`src/sv/rcfp_pkg.sv`:
```
// Shared types and constants for the remote control frame parser.
`timescale 1ns / 1ps
`default_nettype none

package rcfp_pkg;

    localparam int BYTE_W  = 8;
    localparam int KIND_W  = 3;
    localparam int POS_W   = 5;
    localparam int MODE_W  = 3;
    localparam int CNT_W   = 6;
    localparam int IN_W    = 16;
    localparam int OUT_W   = 24;

    // most items issued for one received byte
    localparam logic [CNT_W-1:0] MAX_ITEMS = 6'd48;

    localparam logic [KIND_W-1:0] KIND_STATUS = 3'd0;
    localparam logic [KIND_W-1:0] KIND_LEFT   = 3'd1;
    localparam logic [KIND_W-1:0] KIND_RIGHT  = 3'd2;
    localparam logic [KIND_W-1:0] KIND_PACKET = 3'd3;
    localparam logic [KIND_W-1:0] KIND_TILT   = 3'd4;

    localparam logic [BYTE_W-1:0] CH_MODE_LO = 8'h61; // 'a'
    localparam logic [BYTE_W-1:0] CH_MODE_HI = 8'h67; // 'g'
    localparam logic [BYTE_W-1:0] CH_LEFT    = 8'h4C; // 'L'
    localparam logic [BYTE_W-1:0] CH_RIGHT   = 8'h52; // 'R'
    localparam logic [BYTE_W-1:0] CH_PACKET  = 8'h50; // 'P'
    localparam logic [BYTE_W-1:0] CH_TILT    = 8'h41; // 'A'
    localparam logic [BYTE_W-1:0] CH_END     = 8'h2A; // '*'

    localparam logic [MODE_W-1:0] MODE_NONE   = 3'd0;
    localparam logic [MODE_W-1:0] MODE_TILT   = 3'd2;
    localparam logic [MODE_W-1:0] MODE_FILTER = 3'd4;

    typedef enum logic [5:0] {
        S_IDLE   = 6'b000001,
        S_STATUS = 6'b000010,
        S_LEFT   = 6'b000100,
        S_RIGHT  = 6'b001000,
        S_PACK   = 6'b010000,
        S_TILT   = 6'b100000
    } state_t;

endpackage

`default_nettype wire

```
`src/sv/remote_control_frame_parser.sv`:
```
// Remote control frame parser: byte decoder, frame stores and item sequencer.
// Flow: a taken byte moves the sequencer from idle to the status state, and the status item
// is loaded into the output register from there; each further item follows, with empty
// segments skipped on the way, while the sink keeps up. A new byte is taken only when the
// sequencer is idle again, after every item of the last byte is issued; the single read
// pointer walks the stores one byte a cycle while the sink keeps up.
// Reset: rst_n clears mode, flags, counts and the sequencer; store contents stay undefined.
`timescale 1ns / 1ps
`default_nettype none

module remote_control_frame_parser #(
    parameter int JOY_FRAME_DEPTH  = 10,
    parameter int TILT_FRAME_DEPTH = 20,
    parameter int PACKET_DEPTH     = 20
) (
    input  wire                         clk,
    input  wire                         rst_n,
    input  wire                         s_tvalid,
    output logic                        s_tready,
    // [7:0] rx_byte, [8] pwm_ack
    input  wire  [rcfp_pkg::IN_W-1:0]   s_tdata,
    output logic                        m_tvalid,
    input  wire                         m_tready,
    // [7:0] data, [12:8] position, [15:13] mode, [16] beep, [17] packet_ready
    output logic [rcfp_pkg::OUT_W-1:0]  m_tdata,
    // [2:0] kind
    output logic [rcfp_pkg::KIND_W-1:0] m_tuser,
    output logic                        m_tlast
);

    localparam int JCW = $clog2(JOY_FRAME_DEPTH + 1);
    localparam int JIW = $clog2(JOY_FRAME_DEPTH);
    localparam int TCW = $clog2(TILT_FRAME_DEPTH + 1);
    localparam int TIW = $clog2(TILT_FRAME_DEPTH);
    localparam int PCW = $clog2(PACKET_DEPTH + 1);
    localparam int PIW = $clog2(PACKET_DEPTH);
    localparam int CW  = rcfp_pkg::CNT_W;
    localparam int BW  = rcfp_pkg::BYTE_W;

    // persistent parser state
    logic [rcfp_pkg::MODE_W-1:0] mode_reg, mode_next;
    logic m4_done_reg, m4_done_next;
    logic l_act_reg, l_act_next, r_act_reg, r_act_next, t_act_reg, t_act_next;
    logic p_coll_reg, p_coll_next, p_pend_reg, p_pend_next;
    logic l_first_reg, l_first_next, r_first_reg, r_first_next;
    logic [JCW-1:0] l_cnt_reg, l_cnt_next, r_cnt_reg, r_cnt_next;
    logic [TCW-1:0] t_cnt_reg, t_cnt_next;
    logic [PCW-1:0] p_cnt_reg, p_cnt_next;

    logic [BW-1:0] l_store [JOY_FRAME_DEPTH];
    logic [BW-1:0] r_store [JOY_FRAME_DEPTH];
    logic [BW-1:0] t_store [TILT_FRAME_DEPTH];
    logic [BW-1:0] p_store [PACKET_DEPTH];

    // sequencer state
    rcfp_pkg::state_t state_reg, state_next;
    logic [CW-1:0] el_reg, el_next, er_reg, er_next, ep_reg, ep_next, et_reg, et_next;
    logic [CW-1:0] total_reg, total_next;
    logic [CW-1:0] n_reg, n_next;
    logic [rcfp_pkg::POS_W-1:0] idx_reg, idx_next;
    logic beep_reg, beep_next;

    // output register
    logic                        ov_reg, ov_next;
    logic [rcfp_pkg::KIND_W-1:0] o_kind_reg, o_kind_next;
    logic [BW-1:0]               o_data_reg, o_data_next;
    logic [rcfp_pkg::POS_W-1:0]  o_pos_reg, o_pos_next;
    logic [rcfp_pkg::MODE_W-1:0] o_mode_reg, o_mode_next;
    logic                        o_beep_reg, o_beep_next;
    logic                        o_pr_reg, o_pr_next;
    logic                        o_last_reg, o_last_next;

    logic [BW-1:0] b;
    logic          ack, take;
    logic          l_we, r_we, t_we, p_we;
    logic [JIW-1:0] l_wa, r_wa;
    logic [TIW-1:0] t_wa;
    logic [PIW-1:0] p_wa;
    logic [rcfp_pkg::MODE_W-1:0] mode_a;
    logic          beep_c, l_done, r_done, p_done, t_done, l_emit, r_emit;
    logic [CW+1:0] sum_c;

    logic          out_free, is_last;
    logic [CW-1:0] cur_cnt, idx_ext;
    logic [BW-1:0] cur_data;
    logic [rcfp_pkg::KIND_W-1:0] cur_kind;
    rcfp_pkg::state_t seg_after;

    assign b        = s_tdata[7:0];
    assign ack      = s_tdata[8];
    assign s_tready = (state_reg == rcfp_pkg::S_IDLE);
    assign take     = s_tvalid && s_tready;

    // byte decode: next parser state and store writes
    always_comb
    begin
        mode_next    = mode_reg;
        m4_done_next = m4_done_reg;
        l_act_next   = l_act_reg;
        r_act_next   = r_act_reg;
        t_act_next   = t_act_reg;
        p_coll_next  = p_coll_reg;
        p_pend_next  = p_pend_reg;
        l_first_next = l_first_reg;
        r_first_next = r_first_reg;
        l_cnt_next   = l_cnt_reg;
        r_cnt_next   = r_cnt_reg;
        t_cnt_next   = t_cnt_reg;
        p_cnt_next   = p_cnt_reg;
        l_we = 1'b0;
        r_we = 1'b0;
        t_we = 1'b0;
        p_we = 1'b0;
        l_wa = l_cnt_reg[JIW-1:0];
        r_wa = r_cnt_reg[JIW-1:0];
        t_wa = t_cnt_reg[TIW-1:0];
        p_wa = p_cnt_reg[PIW-1:0];
        beep_c = 1'b0;
        l_done = 1'b0;
        r_done = 1'b0;
        p_done = 1'b0;
        t_done = 1'b0;
        l_emit = 1'b0;
        r_emit = 1'b0;
        mode_a = mode_reg;

        if (ack)
        begin
            p_pend_next = 1'b0;
        end

        if (b >= rcfp_pkg::CH_MODE_LO && b <= rcfp_pkg::CH_MODE_HI)
        begin
            mode_a = rcfp_pkg::MODE_W'(b - rcfp_pkg::CH_MODE_LO + 8'd1);
            beep_c = 1'b1;
        end
        mode_next = mode_a;
        // mode 4 is cancelled the first time only
        if (!m4_done_reg && mode_a == rcfp_pkg::MODE_FILTER)
        begin
            mode_next    = rcfp_pkg::MODE_NONE;
            m4_done_next = 1'b1;
        end

        if (mode_next != rcfp_pkg::MODE_TILT)
        begin
            if (b == rcfp_pkg::CH_LEFT)
            begin
                l_act_next = 1'b1;
            end
            if (l_act_next)
            begin
                if (l_cnt_reg < JCW'(JOY_FRAME_DEPTH))
                begin
                    l_we       = 1'b1;
                    l_cnt_next = l_cnt_reg + 1'b1;
                end
                if (b == rcfp_pkg::CH_END)
                begin
                    l_done       = 1'b1;
                    l_emit       = l_first_reg;
                    l_first_next = 1'b1;
                    l_act_next   = 1'b0;
                end
            end
            if (b == rcfp_pkg::CH_RIGHT)
            begin
                r_act_next = 1'b1;
            end
            if (r_act_next)
            begin
                if (r_cnt_reg < JCW'(JOY_FRAME_DEPTH))
                begin
                    r_we       = 1'b1;
                    r_cnt_next = r_cnt_reg + 1'b1;
                end
                if (b == rcfp_pkg::CH_END)
                begin
                    r_done       = 1'b1;
                    r_emit       = r_first_reg;
                    r_first_next = 1'b1;
                    r_act_next   = 1'b0;
                end
            end
            if (!p_coll_reg)
            begin
                if (b == rcfp_pkg::CH_PACKET && !p_pend_next)
                begin
                    beep_c      = 1'b1;
                    p_coll_next = 1'b1;
                    p_cnt_next  = '0;
                end
            end
            else if (b == rcfp_pkg::CH_END)
            begin
                p_coll_next = 1'b0;
                p_pend_next = 1'b1;
                p_done      = 1'b1;
            end
            else if (p_cnt_reg < PCW'(PACKET_DEPTH))
            begin
                p_we       = 1'b1;
                p_cnt_next = p_cnt_reg + 1'b1;
            end
        end
        else
        begin
            // a tilt head restarts the frame from the first slot
            if (b == rcfp_pkg::CH_TILT)
            begin
                t_act_next = 1'b1;
                t_wa       = '0;
                t_cnt_next = '0;
            end
            if (t_act_next)
            begin
                if (t_cnt_next < TCW'(TILT_FRAME_DEPTH))
                begin
                    t_we       = 1'b1;
                    t_cnt_next = t_cnt_next + 1'b1;
                end
                if (b == rcfp_pkg::CH_END)
                begin
                    t_done     = 1'b1;
                    t_act_next = 1'b0;
                end
            end
        end

        el_next = (l_done && l_emit) ? CW'(l_cnt_next) : '0;
        er_next = (r_done && r_emit) ? CW'(r_cnt_next) : '0;
        ep_next = p_done ? CW'(p_cnt_next) : '0;
        et_next = t_done ? CW'(t_cnt_next) : '0;
        sum_c   = (CW+2)'(el_next) + (CW+2)'(er_next) + (CW+2)'(ep_next)
                + (CW+2)'(et_next) + 1'b1;
        total_next = (sum_c > (CW+2)'(rcfp_pkg::MAX_ITEMS)) ? rcfp_pkg::MAX_ITEMS
                                                              : CW'(sum_c);
        beep_next = beep_c;

        if (l_done)
        begin
            l_cnt_next = '0;
        end
        if (r_done)
        begin
            r_cnt_next = '0;
        end
        if (t_done)
        begin
            t_cnt_next = '0;
        end
    end

    always_ff @(posedge clk)
    begin
        if (take && l_we)
        begin
            l_store[l_wa] <= b;
        end
        if (take && r_we)
        begin
            r_store[r_wa] <= b;
        end
        if (take && t_we)
        begin
            t_store[t_wa] <= b;
        end
        if (take && p_we)
        begin
            p_store[p_wa] <= b;
        end
    end

    always_ff @(posedge clk or negedge rst_n)
    begin
        if (!rst_n)
        begin
            mode_reg    <= rcfp_pkg::MODE_NONE;
            m4_done_reg <= 1'b0;
            l_act_reg   <= 1'b0;
            r_act_reg   <= 1'b0;
            t_act_reg   <= 1'b0;
            p_coll_reg  <= 1'b0;
            p_pend_reg  <= 1'b0;
            l_first_reg <= 1'b0;
            r_first_reg <= 1'b0;
            l_cnt_reg   <= '0;
            r_cnt_reg   <= '0;
            t_cnt_reg   <= '0;
            p_cnt_reg   <= '0;
        end
        else if (take)
        begin
            mode_reg    <= mode_next;
            m4_done_reg <= m4_done_next;
            l_act_reg   <= l_act_next;
            r_act_reg   <= r_act_next;
            t_act_reg   <= t_act_next;
            p_coll_reg  <= p_coll_next;
            p_pend_reg  <= p_pend_next;
            l_first_reg <= l_first_next;
            r_first_reg <= r_first_next;
            l_cnt_reg   <= l_cnt_next;
            r_cnt_reg   <= r_cnt_next;
            t_cnt_reg   <= t_cnt_next;
            p_cnt_reg   <= p_cnt_next;
        end
    end

    // item sequencer: one read pointer shared by all stores
    assign out_free = !ov_reg || m_tready;
    assign idx_ext  = CW'(idx_reg);

    always_comb
    begin
        cur_cnt   = '0;
        cur_data  = '0;
        cur_kind  = rcfp_pkg::KIND_STATUS;
        seg_after = rcfp_pkg::S_IDLE;
        unique case (state_reg)
            rcfp_pkg::S_LEFT:
            begin
                cur_cnt   = el_reg;
                cur_data  = l_store[idx_reg[JIW-1:0]];
                cur_kind  = rcfp_pkg::KIND_LEFT;
                seg_after = rcfp_pkg::S_RIGHT;
            end
            rcfp_pkg::S_RIGHT:
            begin
                cur_cnt   = er_reg;
                cur_data  = r_store[idx_reg[JIW-1:0]];
                cur_kind  = rcfp_pkg::KIND_RIGHT;
                seg_after = rcfp_pkg::S_PACK;
            end
            rcfp_pkg::S_PACK:
            begin
                cur_cnt   = ep_reg;
                cur_data  = p_store[idx_reg[PIW-1:0]];
                cur_kind  = rcfp_pkg::KIND_PACKET;
                seg_after = rcfp_pkg::S_TILT;
            end
            rcfp_pkg::S_TILT:
            begin
                cur_cnt   = et_reg;
                cur_data  = t_store[idx_reg[TIW-1:0]];
                cur_kind  = rcfp_pkg::KIND_TILT;
                seg_after = rcfp_pkg::S_IDLE;
            end
            default:
            begin
                seg_after = rcfp_pkg::S_LEFT;
            end
        endcase
    end

    assign is_last = (n_reg + 1'b1 == total_reg);

    always_comb
    begin
        state_next  = state_reg;
        idx_next    = idx_reg;
        n_next      = n_reg;
        ov_next     = ov_reg && !m_tready;
        o_kind_next = o_kind_reg;
        o_data_next = o_data_reg;
        o_pos_next  = o_pos_reg;
        o_mode_next = o_mode_reg;
        o_beep_next = o_beep_reg;
        o_pr_next   = o_pr_reg;
        o_last_next = o_last_reg;
        unique case (state_reg)
            rcfp_pkg::S_IDLE:
            begin
                if (take)
                begin
                    state_next = rcfp_pkg::S_STATUS;
                    n_next     = '0;
                    idx_next   = '0;
                end
            end
            rcfp_pkg::S_STATUS:
            begin
                if (out_free)
                begin
                    ov_next     = 1'b1;
                    o_kind_next = rcfp_pkg::KIND_STATUS;
                    o_data_next = '0;
                    o_pos_next  = '0;
                    o_mode_next = mode_reg;
                    o_beep_next = beep_reg;
                    o_pr_next   = p_pend_reg;
                    o_last_next = is_last;
                    n_next      = n_reg + 1'b1;
                    state_next  = is_last ? rcfp_pkg::S_IDLE : seg_after;
                end
            end
            default:
            begin
                if (cur_cnt == '0)
                begin
                    state_next = seg_after;
                end
                else if (out_free)
                begin
                    ov_next     = 1'b1;
                    o_kind_next = cur_kind;
                    o_data_next = cur_data;
                    o_pos_next  = idx_reg;
                    o_mode_next = mode_reg;
                    o_beep_next = beep_reg;
                    o_pr_next   = p_pend_reg;
                    o_last_next = is_last;
                    n_next      = n_reg + 1'b1;
                    if (is_last)
                    begin
                        state_next = rcfp_pkg::S_IDLE;
                    end
                    else if (idx_ext + 1'b1 == cur_cnt)
                    begin
                        state_next = seg_after;
                        idx_next   = '0;
                    end
                    else
                    begin
                        idx_next = idx_reg + 1'b1;
                    end
                end
            end
        endcase
    end

    always_ff @(posedge clk or negedge rst_n)
    begin
        if (!rst_n)
        begin
            state_reg <= rcfp_pkg::S_IDLE;
            ov_reg    <= 1'b0;
            n_reg     <= '0;
            idx_reg   <= '0;
            el_reg    <= '0;
            er_reg    <= '0;
            ep_reg    <= '0;
            et_reg    <= '0;
            total_reg <= '0;
            beep_reg  <= 1'b0;
        end
        else
        begin
            state_reg <= state_next;
            ov_reg    <= ov_next;
            n_reg     <= n_next;
            idx_reg   <= idx_next;
            if (take)
            begin
                el_reg    <= el_next;
                er_reg    <= er_next;
                ep_reg    <= ep_next;
                et_reg    <= et_next;
                total_reg <= total_next;
                beep_reg  <= beep_next;
            end
        end
    end

    always_ff @(posedge clk)
    begin
        o_kind_reg <= o_kind_next;
        o_data_reg <= o_data_next;
        o_pos_reg  <= o_pos_next;
        o_mode_reg <= o_mode_next;
        o_beep_reg <= o_beep_next;
        o_pr_reg   <= o_pr_next;
        o_last_reg <= o_last_next;
    end

    assign m_tvalid = ov_reg;
    assign m_tdata  = {6'd0, o_pr_reg, o_beep_reg, o_mode_reg, o_pos_reg, o_data_reg};
    assign m_tuser  = o_kind_reg;
    assign m_tlast  = o_last_reg;

endmodule

`default_nettype wire

```
`config.mk`:
```
export PLATFORM = sky130hd
export DESIGN_NAME = remote_control_frame_parser
export DESIGN_NICKNAME = d
export VERILOG_FILES = /design/src/sv/rcfp_pkg.sv /design/src/sv/remote_control_frame_parser.sv
export SDC_FILE = /design/constraint.sdc
export NUM_CORES = 1
export LEC_CHECK = 0
export BUFFER_PORTS_ARGS = -buffer_cell sky130_fd_sc_hd__buf_4
export CAP_MARGIN = 20
export CORE_MARGIN = 5
export CORE_UTILIZATION = 40
export DETAILED_ROUTE_END_ITERATION = 7
export PLACE_DENSITY = 0.63
export SYNTH_ARGS = -nofsm -noshare
export SYNTH_HDL_FRONTEND = slang
export SYNTH_SLANG_ARGS = --single-unit
```
`constraint.sdc`:
```
create_clock -name clk -period 5.4 [get_ports clk]
set_clock_uncertainty 0.1 [all_clocks]
set_input_delay 1.08 -clock clk [delete_from_list [all_inputs] [get_ports clk]]
set_output_delay 1.08 -clock clk [all_outputs]
set_load 0.01 [all_outputs]
```
# [After elaboration in Yosys (flattened, before gate mapping)]
# Memories as Yosys holds them, arrays and structs flattened.
# Index checks and enable logic that the tools add are counted.
[totals] word_cells=240 out_inout_bits=30 n_memories=4 in_bits=20 reg_bits=100 ram_bits=480
[mem_list] name="p_store" depth=20 width=8 read_ports=1 rd_ports_with_merged_regs=0 wr=1 line_no="remote_control_frame_parser.sv:53" text="logic [BW-1:0] p_store [PACKET_DEPTH];"
[mem_list] name="t_store" depth=20 width=8 read_ports=1 rd_ports_with_merged_regs=0 wr=1 line_no="remote_control_frame_parser.sv:52" text="logic [BW-1:0] t_store [TILT_FRAME_DEPTH];"
[mem_list] name="l_store" depth=10 width=8 read_ports=1 rd_ports_with_merged_regs=0 wr=1 line_no="remote_control_frame_parser.sv:50" text="logic [BW-1:0] l_store [JOY_FRAME_DEPTH];"
[mem_list] name="r_store" depth=10 width=8 read_ports=1 rd_ports_with_merged_regs=0 wr=1 line_no="remote_control_frame_parser.sv:51" text="logic [BW-1:0] r_store [JOY_FRAME_DEPTH];"
[classes] magnitude_cmp=7 n_bitwise=3 reduce_logical=30 add_sub_neg=13 mux=132 n_eq_ne=21
[op_table] op="$mux W5" count=22
[op_table] op="$mux W6" count=11
[op_table] op="$mux W1" count=64
[op_table] op="$pmux W6 S4" count=2
[op_table] op="$mux W4" count=10
[op_table] op="$eq A8 B7 Y1 const B" count=4
[op_table] op="$pmux W8 S4" count=1
[op_table] op="$mux W8" count=3
[op_table] op="$pmux W6 S2" count=2
[op_table] op="$mux W3" count=7
[op_table] op="$pmux W5 S2" count=2
[op_table] op="$pmux W8 S2" count=1
[op_table] op="$add A5 B1 Y5 const B" count=3
[op_table] op="$eq A6 B6 Y1" count=2
[op_table] op="$pmux W3 S2" count=2
[op_table] op="$pmux W3 S4" count=1
[op_table] op="$reduce_and A4 Y1" count=3
[op_table] op="$logic_and A1 B1 Y1" count=11
[op_table] op="$lt A5 B5 Y1 const B" count=2
[op_table] op="$reduce_and A2 Y1" count=5
[op_table] op="$add A4 B1 Y4 const B" count=2
[op_table] op="$add A7 B1 Y8 const B" count=1
[op_table] op="$eq A8 B6 Y1 const B" count=1
[op_table] op="$ge A8 B7 Y1 const B" count=1
[op_table] op="30 further kinds" count=43

# [Logic depth before layout (Yosys ltp)]
[logic_depth] word_depth=18 ltp_mapped=18 depth_no_buf=17

# [Worst setup path after synthesis]
# Ideal clock, no wire load.
[synth_path] path_kind="input to register" from="in s_tdata[7] (netlist bit)" to="reg total_reg[0]" arrival_ns=5.375 stages=15 path_slack_ns=-0.142 path_cell_list="or3b_2 > or4_1 > clkbuf_1 > and3_1 > nand3_1 > nand2_1 > mux2_2 > nor2_1 > fa_1 > fa_1 > fa_1 > xor2_1 > or4_1 > a31oi_1 > a22o_1"
[synth_lines] item="from (decl)" line_no="remote_control_frame_parser.sv:21" text="input wire [rcfp_pkg::IN_W-1:0] s_tdata,"
[synth_lines] item="$ge A8 B7 Y1 or $le A8 B7 Y1 (tied branches)" line_no="remote_control_frame_parser.sv:132" text="if (b >= rcfp_pkg::CH_MODE_LO && b <= rcfp_pkg::CH_MODE_HI)"
[synth_lines] item="$logic_and A1 B1 Y1" line_no="remote_control_frame_parser.sv:132"
[synth_lines] item="$mux W3" line_no="remote_control_frame_parser.sv:132"
[synth_lines] item="$eq A3 B3 Y1" line_no="remote_control_frame_parser.sv:139" text="if (!m4_done_reg && mode_a == rcfp_pkg::MODE_FILTER)"
[synth_lines] item="$logic_and A1 B1 Y1" line_no="remote_control_frame_parser.sv:139"
[synth_lines] item="$mux W3" line_no="remote_control_frame_parser.sv:139"
[synth_lines] item="$ne A3 B2 Y1" line_no="remote_control_frame_parser.sv:145" text="if (mode_next != rcfp_pkg::MODE_TILT)"
[synth_lines] item="$mux W5 or $mux W1 (tied branches)" line_no="remote_control_frame_parser.sv:145"
[synth_lines] item="$mux W5 *" line_no="remote_control_frame_parser.sv:232" text="ep_next = p_done ? CW'(p_cnt_next) : '0;"
[synth_lines] item="named net ep_next[2]" line_no="remote_control_frame_parser.sv:57" text="logic [CW-1:0] el_reg, el_next, er_reg, er_next, ep_reg, ep_next, et_reg, et_next;"
[synth_lines] item="$add A5 B5 Y6 *" line_no="remote_control_frame_parser.sv:234" text="sum_c = (CW+2)'(el_next) + (CW+2)'(er_next) + (CW+2)'(ep_next)"
[synth_lines] item="$add A6 B5 Y7 *" line_no="remote_control_frame_parser.sv:235" text="+ (CW+2)'(et_next) + 1'b1;"
[synth_lines] item="$add A7 B1 Y8 *" line_no="remote_control_frame_parser.sv:235"
[synth_lines] item="$gt A8 B6 Y1 *" line_no="remote_control_frame_parser.sv:236" text="total_next = (sum_c > (CW+2)'(rcfp_pkg::MAX_ITEMS)) ? rcfp_pkg::MAX_ITEMS"
[synth_lines] item="$mux W6 *" line_no="remote_control_frame_parser.sv:236"
[synth_lines] item="to (signal assigned)" line_no="remote_control_frame_parser.sv:459" text="total_reg <= total_next;"
[synth_lines] item="to (decl)" line_no="remote_control_frame_parser.sv:58" text="logic [CW-1:0] total_reg, total_next;"
# Mark *: on every way through the listed nets, which the timed path passes. The rest lies on a longest branch. The select of a mux whose other input is x is not followed.
# A chain may end at the register's enable or synchronous reset.

# [Worst setup path in the final report]
[layout_path] from="in s_tdata[4] (netlist bit)" to="reg total_reg[0]"
# The elaborated chain is that of the path after synthesis.

==> impl_results.md <==
* Status: complete, no violations
* CP startpoint kind: input port
* Slowest CP cell: or4_1
* Xor-xnor portion of the synthesized cell area at 0.00720
* Worst Path Arrival at 5500 ps
* Die Width at approximately 260 um
* Top cell type's share of synthesized area at 0.620
* DR iter-0 viols at 1,140
* Register bit total from synthesis at 574
* Fin crit period at 5040 ps
* # IOs at 50
* Register Area at 16,900 sq um
* Synth Area in Adders at 0.0192
* Final Cycle Share at 0.934
* Clock sink count at 574
* Final Util at 0.459
* Largest regs: p_store: 160 flops, t_store: 160 flops
* Largest net degree at the start of global routing at 73
* Mapped Avg Cell Area at 17.0 sq um
* Multi-input logic area at 7060 sq um
* Core ar. at around 60,000 sq um
* Clk slew on worst S/H paths at 60 ps
* HP Class: register to register
* Layout cells sized above 1 at 0.218
* Global-route wire length before repair at 83.0 mm
* Cell family with the largest share of critical-path delay: simple AND/OR/NAND/NOR gates
* CTS max path bufs at 3
* Hpwl dp at 36.2 mm
* Async SR Flop Fraction at 0.125
* Vias in the first global route at 13,173
* Die H at approximately 260 um
* Crit-path cells: buf_4 -> or3b_2 -> or4_1 -> and3_1 -> nand3_1 -> nand2_1 -> mux2_2 -> nor2_1 -> fa_1 -> fa_1 -> fa_2 -> xor2_1 -> or4_1 -> a31oi_2 -> a22o_1
* Nets at roughly 1,600
* Simple-gate share of the synthesized area at 0.0691
* Post-DP Area at 25,900 sq um
* Power Dens Cells at 333 nW/um^2
* H-tree levels at 2
* Design area at between 20,000 and 30,000 sq um
* Vias per cell at 5.56
* Largest family of logic cells by synthesized area: multiplexers
* CTS resizes at 0
* Root Buffer: clkbuf_16
* Average wire per cell in the routed design at 23.3 um
* DIE AREA at 65,800 sq um
* Setup CP Type: input port to register
* Worst path required time at around 5900 ps
* Setup Buffers After CTS at 0
* Crit Path Max Fanout at 4
* Site Rows at 90
* DRC Markers at 0
* EDFF count, synth at 502
* Fill cell count at 5,085
* Ys Warns at 0
* Final setup vio count at 0
* Bufs and invs on worst path at 1
* Initial antenna violation count at 3
* Main synth FF type: edfxtp_1
* Max Slew Vio Count at 0
* Crit. End Element: register
* P_leak at a little over 9 nW
* Hold path cells at 0
* Worst vdd ir at between 0.0002 and 0.00025 V
* Max-Cap Viols at 0
* GP Congestion at 0.866
* Worst skew pair latency at roughly 630 ps
* Mapped Area at ~24,000 sq um
* Routed WL at 54.9 mm
* Global route overflow at 0
* Compound-Gate Fraction of Synth Area at 0.0518
* Port Buf Inserts at 36
* Synth top area cells: edfxtp_1 (62%), mux4_2 (12%), dfrtp_1 (7.3%), mux2i_1 (1.8%), nor2_1 (1.6%)
* Register area share after synthesis at 0.694
* Hold Buf Count CTS at 0
* Synth top cells by count: edfxtp_1 (502), mux4_2 (128), nor2_1 (101)
* Hold Vio Cnt, Final at 0
* Setup TNS at 0 ps
* Most numerous cell in the Yosys netlist: edfxtp_1
* Post-DRT Antenna Nets at 0
* Worst-Margin Slew at just over 1000 ps
* 1st-pass router iterations at 5
* Total number of vias at 13,115
* Unrepaired setup endpoints after global routing: no
* WP depth at 15
* Post-synthesis cell type count at 70
* Mux share of post-synthesis cell area at 0.141
* Max frequency at 198 MHz
* Synthesized instance count at 1,430
* Slowest stage delay, CP at around 520 ps
* Syn-to-layout area delta at 13.8%
* GRT Overall Usage at 0.165
* CTS Buf Count at between 50 and 60
* R2R depth at 14
* Biggest area consumer among synthesized cells: edfxtp_1
* Headroom to the max-slew limit at 0.306
* CTS tree: yes
* Starting Density at 0.404
[area by class of cell]
class                           count  share of cell area
Antenna cell                        1           0.0000904
Clock buffer                       75              0.0548
Clock inverter                     33              0.0108
Inverter                           22             0.00298
Multi-Input combinational cell    763               0.255
Sequential cell                   574               0.610
Tap cell                          782              0.0354
Timing Repair Buffer              108              0.0307
[layer usage]
layer | global-route usage | up-vias | wire length (um) | part of all wire
met5 | 0 | - | 0 | 0
met4 | 0.0404 | 0 | 1110 | 0.020
met3 | 0.0309 | 85 | 3470 | 0.063
met2 | 0.267 | 405 | 26700 | 0.49
met1 | 0.233 | 6766 | 23600 | 0.43
li1 | - | 5859 | - | -
[path summary, 6_finish.rpt]
kind	from	endpoint	slack [ps]
setup / recovery	s_tdata[4]	total_reg[0]	360
hold / removal	beep_reg	o_beep_reg	360
setup reg to reg	mode_reg[0]	total_reg[0]	850
hold reg to reg	beep_reg	o_beep_reg	360
max in group asynchronous	rst_n	idx_reg[0]	3940
min in group asynchronous	rst_n	mode_reg[2]	490
[per-stage QoR]
step	setup slack, ps	hold slack [ps]	cells	power, mW
5_1_grt	178	370	2357	9.53
3_3_place_gp	-221	346	2249	5.46
6_report	359	360	2358	9.22
4_1_cts	377	361	2357	9.30
2_1_floorplan	8.05	326	1435	5.25
3_5_place_dp	-269	346	2249	5.47
[cell usage in the layout, fill, tap and decap left out, drive strengths merged, types with 17 or more instances in the layout]
cell type  count
edfxtp       502
mux4         128
buf          108
nor2         101
nand2        100
clkbuf        75
dfrtp         71
mux2i         43
o21ai         33
a21oi         28
clkinv        26
ha            23
inv           23
nand3         21
and2          19
o31ai         18
and3          17
[where the power goes]
| part | total, mW | leakage (nW) | switching, mW | internal [mW] |
|---|---|---|---|---|
| sequential | 4.92 | 5.48 | 0.0442 | 4.87 |
| combinational | 0.460 | 3.01 | 0.317 | 0.144 |
| clock | 3.84 | 0.874 | 1.67 | 2.18 |
| total | 9.22 | 9.36 | 2.03 | 7.19 |
[kinds of logic (layout without fill, tap and decap cells)]
family / Yosys count / after routing
flops: 574 / 574
other cells: 1 / 7
mux: 182 / 182
simple gates: 343 / 343
compound gates: 180 / 180
buf+inv: 98 / 238
xor+xnor: 20 / 20
fa+ha+maj: 32 / 32
No activity file was read; power rests on OpenSTA's default activity.
